File: src/hw/rtl/wora_pkg.sv
`timescale 1ns / 1ps
// ----------------------------------------------------------------------------
// wora_pkg
// shared types, constants and tables of the windowed outlier-rejecting average
// ----------------------------------------------------------------------------
package wora_pkg;

   // point field width and default window radius limit
   localparam int VALUE_BITS     = 32;
   localparam int DEF_MAX_RADIUS = 8;

   // log2 format: 5 integer bits, 16 fraction bits
   localparam int FRAC_W = 16;
   localparam int LOG_W  = 21;

   // configuration register indexes
   localparam logic CSR_LOG_MODE = 1'b0;
   localparam logic CSR_RADIUS   = 1'b1;

   // channel codes
   localparam logic [1:0] CH_VALUE = 2'd0;
   localparam logic [1:0] CH_LOW   = 2'd1;
   localparam logic [1:0] CH_HIGH  = 2'd2;

   // commands from the controller to the datapath
   typedef struct packed {
      logic       mem_we;
      logic       mem_re;
      logic       ld_ctr;
      logic       cnt_inc;
      logic       acc_lin;
      logic       log_init;
      logic       log_step;
      logic       log_add;
      logic       div_init;
      logic       div_step;
      logic       div_done;
      logic       exp_step;
      logic       exp_done;
      logic       out_load;
      logic       out_eor;
      logic [1:0] ch;
   } dp_cmd_type;

   // status from the datapath to the controller
   typedef struct packed {
      logic kept;
      logic ch_zero;
      logic sel_zero;
      logic out_free;
   } dp_status_type;

   // integer square root, bit by bit
   function automatic logic [63:0] isqrt64(input logic [63:0] v_arg);
      logic [63:0] v;
      logic [63:0] r;
      logic [63:0] b;
      begin
         v = v_arg;
         r = 64'd0;
         b = 64'd1 << 62;
         for (int i = 0; i < 32; i++) begin
            if (v >= r + b) begin
               v = v - (r + b);
               r = (r >> 1) + b;
            end else begin
               r = r >> 1;
            end
            b = b >> 2;
         end
         return r;
      end
   endfunction

   // roots 2^(2^-k) in q1.30 for k = 1..16
   typedef logic [31:0] root_tab_type [16];

   function automatic root_tab_type build_roots();
      root_tab_type tab;
      logic [63:0]  r;
      begin
         r = isqrt64(64'd2 << 60);
         for (int k = 0; k < 16; k++) begin
            tab[k] = r[31:0];
            r = isqrt64(r << 30);
         end
         return tab;
      end
   endfunction

   localparam root_tab_type EXP_ROOT = build_roots();

endpackage

File: src/hw/rtl/wora_ctrl.sv
`timescale 1ns / 1ps
// ----------------------------------------------------------------------------
// wora_ctrl
// sequencer: run counters, window walk, log/divide/exp steps, result push
// ----------------------------------------------------------------------------
module wora_ctrl
   import wora_pkg::*;
#(
   parameter int MAX_RADIUS = DEF_MAX_RADIUS
) (
   input  logic                  clock,
   input  logic                  reset,
   input  logic                  req_valid,
   input  logic                  req_last,
   output logic                  req_stall,
   input  logic                  log_mode,
   input  logic [3:0]            radius,
   input  dp_status_type         status,
   output dp_cmd_type            cmd,
   output logic [$clog2(2*MAX_RADIUS+2)-1:0] wr_addr,
   output logic [$clog2(2*MAX_RADIUS+2)-1:0] rd_addr,
   output logic [$clog2(VALUE_BITS+$clog2(2*MAX_RADIUS+2))-1:0] step
);

   localparam int WIN    = 2 * MAX_RADIUS + 1;
   localparam int IDX_W  = $clog2(WIN + 1);
   localparam int SUM_W  = VALUE_BITS + IDX_W;
   localparam int STEP_W = $clog2(SUM_W);

   typedef enum logic [14:0] {
      ST_IDLE     = 15'b000000000000001,
      ST_START    = 15'b000000000000010,
      ST_RD_CTR   = 15'b000000000000100,
      ST_LD_CTR   = 15'b000000000001000,
      ST_RD_PT    = 15'b000000000010000,
      ST_CHK      = 15'b000000000100000,
      ST_LOG_INIT = 15'b000000001000000,
      ST_LOG_STEP = 15'b000000010000000,
      ST_LOG_ADD  = 15'b000000100000000,
      ST_DIV_INIT = 15'b000001000000000,
      ST_DIV_STEP = 15'b000010000000000,
      ST_DIV_DONE = 15'b000100000000000,
      ST_EXP_STEP = 15'b001000000000000,
      ST_EXP_DONE = 15'b010000000000000,
      ST_PUSH     = 15'b100000000000000
   } state_type;

   state_type         state_ff, state_in;
   logic [IDX_W-1:0]  ws_ff, ws_in;
   logic [IDX_W-1:0]  ps_ff, ps_in;
   logic [IDX_W-1:0]  ncl_ff, ncl_in;
   logic [IDX_W-1:0]  l_ff, l_in;
   logic [IDX_W-1:0]  lend_ff, lend_in;
   logic [1:0]        ch_ff, ch_in;
   logic [STEP_W-1:0] step_ff, step_in;
   logic              last_ff, last_in;

   logic [IDX_W-1:0]  rad;
   logic [IDX_W:0]    lag_p1;
   logic [IDX_W-1:0]  left_raw;
   logic [IDX_W-1:0]  left;
   logic [IDX_W-1:0]  right;
   logic              pt_last;

   // ring slot of an entry that lies lag points back from the newest
   function automatic logic [IDX_W-1:0] slot_of(input logic [IDX_W-1:0] ws,
                                                input logic [IDX_W-1:0] lag);
      logic [IDX_W:0] t;
      begin
         t = {1'b0, ws} + (IDX_W+1)'(WIN - 1) - {1'b0, lag};
         if (t >= (IDX_W+1)'(WIN)) begin
            t = t - (IDX_W+1)'(WIN);
         end
         return t[IDX_W-1:0];
      end
   endfunction

   // radius limited to MAX_RADIUS
   always_comb begin
      if (32'(radius) > 32'(MAX_RADIUS)) begin
         rad = IDX_W'(MAX_RADIUS);
      end else begin
         rad = IDX_W'(radius);
      end
   end

   // window bounds around the centre
   always_comb begin
      lag_p1   = {1'b0, ncl_ff} + 1'b1;
      left_raw = ({1'b0, ps_ff} > lag_p1) ? (ps_ff - ncl_ff - 1'b1) : '0;
      left     = (left_raw > rad) ? rad : left_raw;
      right    = (ncl_ff > rad) ? rad : ncl_ff;
      pt_last  = (l_ff == lend_ff);
   end

   // next state and commands
   always_comb begin
      state_in = state_ff;
      ws_in    = ws_ff;
      ps_in    = ps_ff;
      ncl_in   = ncl_ff;
      l_in     = l_ff;
      lend_in  = lend_ff;
      ch_in    = ch_ff;
      step_in  = step_ff;
      last_in  = last_ff;
      cmd      = '0;
      cmd.ch   = ch_ff;
      wr_addr  = ws_ff;
      rd_addr  = slot_of(ws_ff, l_ff);
      case (state_ff)
         ST_IDLE: begin
            if (req_valid) begin
               cmd.mem_we = 1'b1;
               ws_in      = (ws_ff == IDX_W'(WIN - 1)) ? '0 : ws_ff + 1'b1;
               ps_in      = (ps_ff == IDX_W'(WIN)) ? ps_ff : ps_ff + 1'b1;
               ncl_in     = (ncl_ff == IDX_W'(WIN)) ? ncl_ff : ncl_ff + 1'b1;
               last_in    = req_last;
               state_in   = ST_START;
            end
         end
         ST_START: begin
            if (last_ff ? (ncl_ff != '0) : (ncl_ff > rad)) begin
               ncl_in   = ncl_ff - 1'b1;
               state_in = ST_RD_CTR;
            end else begin
               if (last_ff) begin
                  ps_in = '0;
               end
               state_in = ST_IDLE;
            end
         end
         ST_RD_CTR: begin
            cmd.mem_re = 1'b1;
            rd_addr    = slot_of(ws_ff, ncl_ff);
            l_in       = ncl_ff + left;
            lend_in    = ncl_ff - right;
            state_in   = ST_LD_CTR;
         end
         ST_LD_CTR: begin
            cmd.ld_ctr = 1'b1;
            state_in   = ST_RD_PT;
         end
         ST_RD_PT: begin
            cmd.mem_re = 1'b1;
            state_in   = ST_CHK;
         end
         ST_CHK: begin
            if (status.kept && log_mode) begin
               cmd.cnt_inc = 1'b1;
               ch_in       = CH_VALUE;
               state_in    = ST_LOG_INIT;
            end else begin
               if (status.kept) begin
                  cmd.cnt_inc = 1'b1;
                  cmd.acc_lin = 1'b1;
               end
               if (pt_last) begin
                  ch_in    = CH_VALUE;
                  state_in = ST_DIV_INIT;
               end else begin
                  l_in     = l_ff - 1'b1;
                  state_in = ST_RD_PT;
               end
            end
         end
         ST_LOG_INIT, ST_LOG_ADD: begin
            if (state_ff == ST_LOG_INIT) begin
               cmd.log_init = 1'b1;
            end else begin
               cmd.log_add = 1'b1;
            end
            if (state_ff == ST_LOG_INIT && !status.ch_zero) begin
               step_in  = '0;
               state_in = ST_LOG_STEP;
            end else if (ch_ff != CH_HIGH) begin
               ch_in    = ch_ff + 1'b1;
               state_in = ST_LOG_INIT;
            end else if (pt_last) begin
               ch_in    = CH_VALUE;
               state_in = ST_DIV_INIT;
            end else begin
               l_in     = l_ff - 1'b1;
               state_in = ST_RD_PT;
            end
         end
         ST_LOG_STEP: begin
            cmd.log_step = 1'b1;
            step_in      = step_ff + 1'b1;
            if (step_ff == STEP_W'(FRAC_W - 1)) begin
               state_in = ST_LOG_ADD;
            end
         end
         ST_DIV_INIT: begin
            cmd.div_init = 1'b1;
            step_in      = '0;
            state_in     = ST_DIV_STEP;
         end
         ST_DIV_STEP: begin
            cmd.div_step = 1'b1;
            step_in      = step_ff + 1'b1;
            if (step_ff == STEP_W'(SUM_W - 1)) begin
               state_in = ST_DIV_DONE;
            end
         end
         ST_DIV_DONE, ST_EXP_DONE: begin
            if (state_ff == ST_DIV_DONE) begin
               cmd.div_done = 1'b1;
            end else begin
               cmd.exp_done = 1'b1;
            end
            if (state_ff == ST_DIV_DONE && log_mode && !status.sel_zero) begin
               step_in  = '0;
               state_in = ST_EXP_STEP;
            end else if (ch_ff != CH_HIGH) begin
               ch_in    = ch_ff + 1'b1;
               state_in = ST_DIV_INIT;
            end else begin
               state_in = ST_PUSH;
            end
         end
         ST_EXP_STEP: begin
            cmd.exp_step = 1'b1;
            step_in      = step_ff + 1'b1;
            if (step_ff == STEP_W'(FRAC_W - 1)) begin
               state_in = ST_EXP_DONE;
            end
         end
         ST_PUSH: begin
            if (status.out_free) begin
               cmd.out_load = 1'b1;
               cmd.out_eor  = last_ff && (ncl_ff == '0);
               state_in     = ST_START;
            end
         end
         default: begin
            state_in = ST_IDLE;
         end
      endcase
   end

   // control registers
   always_ff @(posedge clock) begin
      if (reset) begin
         state_ff <= ST_IDLE;
         ws_ff    <= '0;
         ps_ff    <= '0;
         ncl_ff   <= '0;
         last_ff  <= 1'b0;
      end else begin
         state_ff <= state_in;
         ws_ff    <= ws_in;
         ps_ff    <= ps_in;
         ncl_ff   <= ncl_in;
         last_ff  <= last_in;
      end
   end

   // walk registers
   always_ff @(posedge clock) begin
      l_ff    <= l_in;
      lend_ff <= lend_in;
      ch_ff   <= ch_in;
      step_ff <= step_in;
   end

   assign req_stall = (state_ff != ST_IDLE);
   assign step      = step_ff;

endmodule

File: config.mk
export PLATFORM = sky130hd
export DESIGN_NAME = wora_ctrl
export DESIGN_NICKNAME = d
export VERILOG_FILES = /design/src/hw/rtl/wora_pkg.sv /design/src/hw/rtl/wora_ctrl.sv
export SDC_FILE = /design/constraint.sdc
export NUM_CORES = 1
export LEC_CHECK = 0
export BUFFER_PORTS_ARGS = -buffer_cell sky130_fd_sc_hd__buf_4
export CELL_PAD_IN_SITES_DETAIL_PLACEMENT = 0
export CELL_PAD_IN_SITES_GLOBAL_PLACEMENT = 1
export CORE_ASPECT_RATIO = 0.5
export CORE_MARGIN = 3
export CORE_UTILIZATION = 42
export DETAILED_ROUTE_END_ITERATION = 10
export GPL_ROUTABILITY_DRIVEN = 0
export PLACE_DENSITY = 0.78
export SLEW_MARGIN = 20
export SYNTH_ARGS = -nofsm -noshare
export SYNTH_HDL_FRONTEND = slang
export SYNTH_SLANG_ARGS = --single-unit
export TNS_END_PERCENT = 30
File: constraint.sdc
create_clock -name clock -period 5 [get_ports clock]
set_clock_uncertainty 0.15 [all_clocks]
set_input_delay 1 -clock clock [delete_from_list [all_inputs] [get_ports clock]]
set_output_delay 1 -clock clock [all_outputs]
set_load 0.05 [all_outputs]
==> results of run 1 <==
## sequential cells by signal (all words and copies together), names as in the netlist
name	flops
ch_ff	2
l_ff	5
last_ff	1
lend_ff	5
ncl_ff	5
ps_ff	5
state_ff	15
step	6
wr_addr	5
## per-stage QoR
stage          worst slack [ns]  power [mW]  TNS (ns)
4_1_cts                  0.2180       2.064         0
3_5_place_dp             0.2492       1.705         0
3_3_place_gp             0.4005       1.693         0
6_report                 0.3330       2.097         0
2_1_floorplan            0.2671       1.430         0
5_1_grt                -0.01372       2.277  -0.01372
## layer usage
layer / wire length (um) / up-vias / GRT usage, %
met5: 0 / - / 0
met4: 97 / 0 / 3.755
met3: 562 / 9 / 3.068
met2: 5066 / 111 / 30.87
met1: 6145 / 1875 / 28.99
li1: - / 2036 / -
## power by group
group | leakage, nW | internal (mW) | switching (mW)
combinational | 1.90 | 0.558 | 0.699
clock | 0.0712 | 0.200 | 0.149
sequential | 0.425 | 0.461 | 0.0293
total | 2.39 | 1.22 | 0.878
## layout make-up
cell class	instances	area (sq um)	share of cell area [%]
Sequential cell	49	1161	21.63
Timing Repair Buffer	58	435.4	8.110
Multi-Input combinational cell	431	3269	60.89
Tap cell	140	175.2	3.263
Clock buffer	8	146.4	2.727
Inverter	47	181.4	3.379
## path summary, 6_finish.rpt
kind	endpoint	startpoint	slack, ns	cells past startpoint
hold / removal	last_ff$_SDFFE_PP0P_	last_ff$_SDFFE_PP0P_	0.38	2
setup reg to reg	l_ff[4]$_DFFE_PP_	ncl_ff[1]$_SDFFE_PP0P_	0.33	26
hold reg to reg	last_ff$_SDFFE_PP0P_	last_ff$_SDFFE_PP0P_	0.38	2
setup / recovery	l_ff[4]$_DFFE_PP_	ncl_ff[1]$_SDFFE_PP0P_	0.33	26
## repair_timing
action | in CTS | in global routing
gates resized for setup | 0 | 2
setup buffers | 0 | 3
hold buffers | 0 | 0
endpoints found under the setup margin | 0 | 1
## cell usage in the layout, fill, tap and decap left out, types with 5 or more instances in the layout
master	synthesis	layout
buf_4	1	58
nor2_1	57	57
ha_1	54	54
inv_1	44	44
a21oi_1	33	33
nand2_1	31	31
dfxtp_1	31	31
xnor2_1	28	28
xor2_1	20	20
edfxtp_1	18	18
nor2b_1	14	14
nand3_1	13	13
nor3_1	13	13
a21o_1	12	12
nand2b_1	11	11
mux2i_1	10	10
nand4_1	10	10
o21ai_0	10	9
nor4b_1	9	9
and2_1	7	7
nor4_1	6	6
mux2_2	6	6
fa_1	6	6
or3_1	5	5
and3_1	5	5
clkbuf_16	0	5
## worst max-delay path, stage by stage (launching register included)
cell and delay, ns:
dfxtp_1 0.33, inv_1 0.13, ha_1 0.30, inv_1 0.04, ha_1 0.29, a21o_1 0.19, a21oi_1 0.15, o21ai_1 0.09
o211ai_1 0.19, nor2_1 0.14, ha_1 0.32, nor2b_1 0.12, o21ai_0 0.07, nand2b_1 0.07, a21oi_1 0.06, a41o_1 0.22
o21ai_2 0.14, mux2_2 0.38, ha_1 0.19, inv_1 0.07, fa_1 0.20, inv_1 0.05, a21o_1 0.14, a21oi_1 0.17
xnor2_1 0.08, nor2_1 0.09, a21oi_1 0.05
## kinds of logic (layout without fill, tap and decap cells)
family | after synthesis | after routing | share of synthesized area [%]
buf+inv | 59 | 113 | 5.350
simple gates | 210 | 210 | 25.41
mux | 17 | 17 | 3.906
compound gates | 96 | 96 | 14.50
flops | 49 | 49 | 24.83
xor+xnor | 48 | 48 | 8.989
fa+ha+maj | 60 | 60 | 17.01
==> flow_summary.json, run 1 <==
{
  "die_w_um": 155.2,
  "routedWlPerCell_um": 16.20,
  "p_leak_nw": 2.394,
  "grt_usage_pct": 19.77,
  "yosysWarnings": 0,
  "setup_viol": 0,
  "status": "completed",
  "drive_gt1_share_pct": 16.36,
  "detail_route.vias_per_cell": 5.499,
  "final_area_sq_mm": 0.005369,
  "min_path_type": "register to register",
  "clk_pin_slew_ns": 0.07,
  "cp_max_fo": 6,
  "holdWs_ns": 0.3827,
  "clkLatencyLatePin_ns": 0.29,
  "power.density_mw_per_mm2": 390.6,
  "synth_largest_area_cell": "ha_1",
  "fin_crit_sh_pct": 93.34,
  "fin_crit_ns": 4.667,
  "cts_tree": "built",
  "cts_max_level": 2,
  "yosys.cell_count.top_type": "nor2_1",
  "dp_cells": 722,
  "grt_max_degree": 20,
  "avgSynthCellArea_sq_um": 8.677,
  "dieArea_sq_mm": 0.01252,
  "dp.final_hpwl_um": 9331,
  "cts_buffers": 5,
  "io_pins": 47,
  "clockBufferDepth": 2,
  "clkSinkCount": 49,
  "root_buffer": "clkbuf_16",
  "drc_errors": 0,
  "antenna_found_initial": 0,
  "finalHoldViolCount": 0,
  "grt_pass1_wl_um": 19550,
  "layout.nets": 665,
  "utilization_pct": 51.10,
  "core_sq_mm": 0.01051,
  "critPathRequiredTime_ns": 4.87,
  "synth_edf_count": 18,
  "ys_ff_latch": 49,
  "syn_nets": 612,
  "max_cap_violations": 0,
  "drt-total-wl_um": 11870,
  "ant_nets": 0,
  "slew_headroom_pct": 55.15,
  "via_count": 4031,
  "synth_area_sq_mm": 0.004677,
  "crit_type": "register to register",
  "synthCells": 539,
  "peakVddDrop_v": 0.0001482,
  "instances_no_fill": 733,
  "yosys_most_used_dff": "dfxtp_1",
  "synth_commonest_cells": "nor2_1, ha_1, inv_1",
  "fill_cells": 1030,
  "tightestPinTransition_ns": 0.6728,
  "placementRows": 26,
  "die_h_um": 80.62,
  "initialDrtViolationCount": 302,
  "start_kind": "register",
  "critPathArrivalTime_ns": 4.54,
  "synth-async-reset-ratio_pct": 0,
  "fmax_mhz": 214.3,
  "firstDrtPassIters": 5,
  "portBuffers": 46,
  "antenna_cells": 0,
  "grt_overflow": 0,
  "yosys-top-cells-area": "ha_1, dfxtp_1, edfxtp_1",
  "detailed_place.area_sq_mm": 0.005196,
  "area_growth_syn_to_layout_pct": 14.79,
  "grt_pass1_vias": 3801,
  "ys_types": 77,
  "ys_seq_area_share_pct": 24.83,
  "end_kind": "register",
  "start_util_pct": 44.51,
  "slew_viol_final": 0,
  "synth_top_area_share_pct": 14.45
}
(Power assumes the default switching activity.)
==> run 2: changes to the inputs <==
Settings changed: CELL_PAD_IN_SITES_DETAIL_PLACEMENT 0 to default, CELL_PAD_IN_SITES_GLOBAL_PLACEMENT 1 to default, CORE_UTILIZATION 42 to 50, GPL_TIMING_DRIVEN from default to 0, PLACE_DENSITY 0.78 to 0.72.
==> run 2 against run 1 <==
Worst setup slack worse by 0.073 ns. Count of clock-buffer cells in the layout unchanged. Design area grew 2.7%. Maximum frequency down 1.5%.
==> flow_summary.json, run 2 (same netlist as run 1, synthesis figures left out) <==
{
  "status": "completed",
  "clkSinkCount": 49,
  "worst_slack_ns": 0.2600,
  "antenna_cells": 0,
  "critPathRequiredTime_ns": 4.89,
  "end_kind": "register",
  "min_path_type": "register to register",
  "antenna_found_initial": 0,
  "worst_path_most_repeated_cell": "ha_1",
  "cts_buffers": 5,
  "path_buf_inv": 4,
  "finalHoldViolCount": 0,
  "drc_errors": 0,
  "final_cell_mix": "buf_4, nor2_1, ha_1, inv_1",
  "die_w_um": 142.8,
  "final_common_cell": "buf_4",
  "drt-total-wl_um": 12020,
  "tns_ns": 0,
  "routedWlPerCell_um": 16.52,
  "initialDrtViolationCount": 241,
  "cp_max_fo": 6,
  "grt_usage_pct": 22.53,
  "ant_nets": 0,
  "grt_max_degree": 14,
  "die_h_um": 74.39,
  "slew_viol_final": 0,
  "p_leak_nw": 2.470,
  "cts_max_level": 2,
  "top_register": "state_ff",
  "clkLatencyLatePin_ns": 0.30,
  "cts_tree": "built",
  "holdWs_ns": 0.3728,
  "portBuffers": 45,
  "layout.nets": 683,
  "clk_pin_slew_ns": 0.06,
  "area_growth_syn_to_layout_pct": 17.87,
  "detail_route.vias_per_cell": 5.783,
  "grt_pass1_wl_um": 18980,
  "drive_gt1_share_pct": 20.13,
  "fmax_mhz": 211.0,
  "tightestPinTransition_ns": 0.6200,
  "via_count": 4210,
  "fin_crit_ns": 4.740,
  "start_util_pct": 52.62,
  "setup_viol": 0,
  "firstDrtPassIters": 5,
  "fin_crit_sh_pct": 94.80,
  "placementRows": 24,
  "core_sq_mm": 0.008889,
  "start_kind": "register",
  "fill_cells": 767,
  "post-place-ws_ns": -0.4646,
  "grt_pass1_vias": 3791,
  "root_buffer": "clkbuf_16",
  "clockBufferDepth": 2,
  "r2r_slack_ns": 0.26,
  "slew_headroom_pct": 58.08,
  "grt_overflow": 0,
  "power.density_mw_per_mm2": 395.5,
  "largest_reg_flops": 15,
  "critPathArrivalTime_ns": 4.63,
  "peakVddDrop_v": 0.0001734,
  "max_cap_violations": 0,
  "cp_slowest_cell": "dfxtp_4",
  "dieArea_sq_mm": 0.01062,
  "dp.final_hpwl_um": 8879,
  "io_pins": 47,
  "crit_family": "compound AO/OA/AOI/OAI gates",
  "crit_type": "register to register",
  "cp_slowest_stage_delay_ns": 0.40
}
run 2: changes by cell type in the layout (fill, tap and decap cells not counted), sizes merged:
cell and delta:
buf +13, clkbuf +5, clkinv -1, clkinvlp +3
inv -2
run 2: worst min-delay path, stage by stage (launching register included):
cell and delay (ns):
dfxtp_1 0.35, nand2_1 0.07, a21oi_1 0.06
run 2: path summary, 6_finish.rpt:
path,startpoint,cells after the start,end
worst max-delay path,ncl_ff[0]$_SDFFE_PP0P_,26,l_ff[4]$_DFFE_PP_
worst min-delay path,last_ff$_SDFFE_PP0P_,2,last_ff$_SDFFE_PP0P_
worst max register to register,ncl_ff[0]$_SDFFE_PP0P_,26,l_ff[4]$_DFFE_PP_
worst min register to register,last_ff$_SDFFE_PP0P_,2,last_ff$_SDFFE_PP0P_
run 2: what timing repair did:
action	4_1_cts	5_1_grt
pin swaps	0	3
setup buffers	4	15
resized for setup	6	17
hold buffers	0	0
endpoints found under the setup margin	4	4
endpoints found under the hold margin	0	0
run 2: metrics by stage:
step           total power, mW  cells  instance area, sq um  utilization [%]
2_1_floorplan            1.430    539                  4677                -
3_5_place_dp             1.680    701                  5161            58.07
3_3_place_gp             1.649    701                  5161            58.07
6_report                 2.180    728                  5513            62.02
4_1_cts                  2.055    713                  5344            60.12
5_1_grt                  2.332    728                  5513            62.02
run 2: routing by layer:
layer | track usage (%) | vias up | routed length [um]
met3 | 3.276 | 18 | 760
met4 | 5.058 | 0 | 204
met5 | 0 | - | 0
met2 | 38.36 | 132 | 5556
met1 | 30.85 | 1986 | 5503
li1 | - | 2074 | -
run 2: power breakdown:
part	total [mW]	switching, mW	internal (mW)
Combinational	1.33	0.731	0.603
Sequential	0.507	0.0429	0.464
Clock	0.339	0.152	0.187
Total	2.18	0.926	1.25
run 2: layout make-up:
cell class / count / area [sq um] / share of cell area, %
Timing Repair Buffer: 64 / 493.0 / 8.942
Tap cell: 117 / 146.4 / 2.655
Clock buffer: 8 / 136.4 / 2.474
Multi-Input combinational cell: 431 / 3301 / 59.87
Buffer: 12 / 72.57 / 1.316
Inverter: 47 / 192.7 / 3.495
Sequential cell: 49 / 1171 / 21.24
==> run 3: changes to the inputs <==
Settings changed: CORE_MARGIN 3 to 8.
==> run 3 against run 2 <==
Global-route usage decreased by 4.9 points. Non-clock buffer count fell by 3. Flip-flop and latch count did not move. Combinational power shrank 4%. Hold slack got worse by 0.015 ns. Via count fell by 3.2%. Die area rose by 21%. Wire length decreased by 2.4%. Sequential power hardly changed. Clock power grew 15%. Maximum frequency shrank 0.10%. Largest power group unchanged. Highest routed layer unchanged.
==> flow_summary.json, run 3 (same netlist as run 1, synthesis figures left out) <==
{
  "status": "completed",
  "drc_errors": 0,
  "setup_viol": 0,
  "grt_pass1_vias": 3921,
  "grt_pass1_wl_um": 18810,
  "grt_use_met1_pct": 22.26,
  "critPathArrivalTime_ns": 4.64,
  "grt_max_degree": 15,
  "dp_cells": 705,
  "cts_max_level": 2,
  "firstDrtPassIters": 5,
  "hold_path_depth": 2,
  "slew_viol_final": 0,
  "tightestPinTransition_ns": 0.5992,
  "p_leak_nw": 2.462,
  "drive_gt1_share_pct": 19.41,
  "rr_worst_depth": 27,
  "top_register": "state_ff",
  "met2_usage_pct": 30.22,
  "clockBufferDepth": 2,
  "fin_crit_sh_pct": 94.90,
  "cp.depth": 27,
  "grt_usage_pct": 17.64,
  "path_buf_inv": 5,
  "final_area_sq_mm": 0.005502,
  "end_kind": "register",
  "cp_slowest_stage_delay_ns": 0.39,
  "power.density_mw_per_mm2": 395.2,
  "max_cap_violations": 0,
  "start_util_pct": 50.51,
  "cp_max_fo": 5,
  "slew_headroom_pct": 60.06,
  "core_sq_mm": 0.009259,
  "crit_type": "register to register",
  "finalHoldViolCount": 0,
  "utilization_pct": 59.42,
  "routedWlPerCell_um": 16.11,
  "dieArea_sq_mm": 0.01289,
  "crit_family": "compound AO/OA/AOI/OAI gates",
  "start_kind": "register",
  "io_pins": 47,
  "placementRows": 25,
  "clk_pin_slew_ns": 0.07,
  "ant_nets": 0,
  "detailed_place.area_sq_mm": 0.005166,
  "area_growth_syn_to_layout_pct": 17.63,
  "critPathRequiredTime_ns": 4.90,
  "final_cell_mix": "buf_4, nor2_1, ha_1, inv_1, a21oi_1",
  "fmax_mhz": 210.8,
  "root_buffer": "clkbuf_16",
  "grt_use_met3_pct": 3.689,
  "drt-total-wl_um": 11740,
  "cts_tree": "built",
  "antenna_cells": 0,
  "cp_slowest_cell": "dfxtp_4",
  "min_path_type": "register to register",
  "detail_route.vias_per_cell": 5.588,
  "tns_ns": 0,
  "die_w_um": 152.8,
  "final_common_cell": "buf_4",
  "layout.nets": 680,
  "clkSinkCount": 49,
  "initialDrtViolationCount": 243,
  "portBuffers": 45,
  "total_power_mw": 2.174,
  "fin_crit_ns": 4.745,
  "dp.final_hpwl_um": 9000,
  "largest_reg_flops": 15,
  "antenna_found_initial": 0,
  "instances_no_fill": 729,
  "top_usage_layer": "met2",
  "grt_overflow": 0,
  "peakVddDrop_v": 0.0001370,
  "die_h_um": 84.39,
  "cts_buffers": 5,
  "via_count": 4074,
  "clkLatencyLatePin_ns": 0.30
}
## run 3: cell types whose count changed in the layout (fill, tap and decap cells not counted), moves of 2 or more
cell	change
a21oi_1	+2
a21oi_2	-2
buf_4	-2
clkbuf_1	-2
## run 3: per-layer routing
layer	wire [um]	part of all wire, %
met5	0	0
met2	5484	47
met1	5449	46
met4	133	1.1
met3	673	5.7
## run 3: final timing paths
| path | start | to | slack [ns] |
|---|---|---|---|
| setup / recovery | ncl_ff[0]$_SDFFE_PP0P_ | l_ff[4]$_DFFE_PP_ | 0.26 |
| hold reg to reg | last_ff$_SDFFE_PP0P_ | last_ff$_SDFFE_PP0P_ | 0.36 |
| setup reg to reg | ncl_ff[0]$_SDFFE_PP0P_ | l_ff[4]$_DFFE_PP_ | 0.26 |
| hold / removal | last_ff$_SDFFE_PP0P_ | last_ff$_SDFFE_PP0P_ | 0.36 |
## run 3: power breakdown
group / internal (mW) / switching (mW) / leakage (nW)
registers: 0.464 / 0.0399 / 0.427
logic: 0.576 / 0.705 / 1.96
clock network: 0.235 / 0.155 / 0.0785
## run 3: cell type report
class | count | area, sq um
fill | 835 | 3757
buffer | 12 | 72.57
clock inverter | 2 | 33.78
clock buffer | 6 | 128.9
multi-input combinational | 431 | 3294
sequential | 49 | 1170
timing repair buffer | 61 | 457.9
inverter | 47 | 192.7
tap | 121 | 151.4
## run 3: worst min-delay path, stage by stage (launching register included)
cell and delay (ns):
dfxtp_1 0.35, nand2_1 0.07, a21oi_1 0.05
## run 3: what timing repair did
action | CTS | global route
hold buffers | 0 | 0
cloned | 0 | 0
pin swaps | 0 | 1
setup endpoints to repair | 4 | 3
setup buffers | 2 | 14
gates resized for setup | 7 | 13
## run 3: through the flow
step	hold WS, ns	worst slack, ns
after CTS	0.3644	0.03140
after global placement	0.3454	-0.3853
after detailed placement	0.3507	-0.4303
after floorplan	0.3177	0.2671
after global routing	0.3988	-0.05401
final	0.3580	0.2552
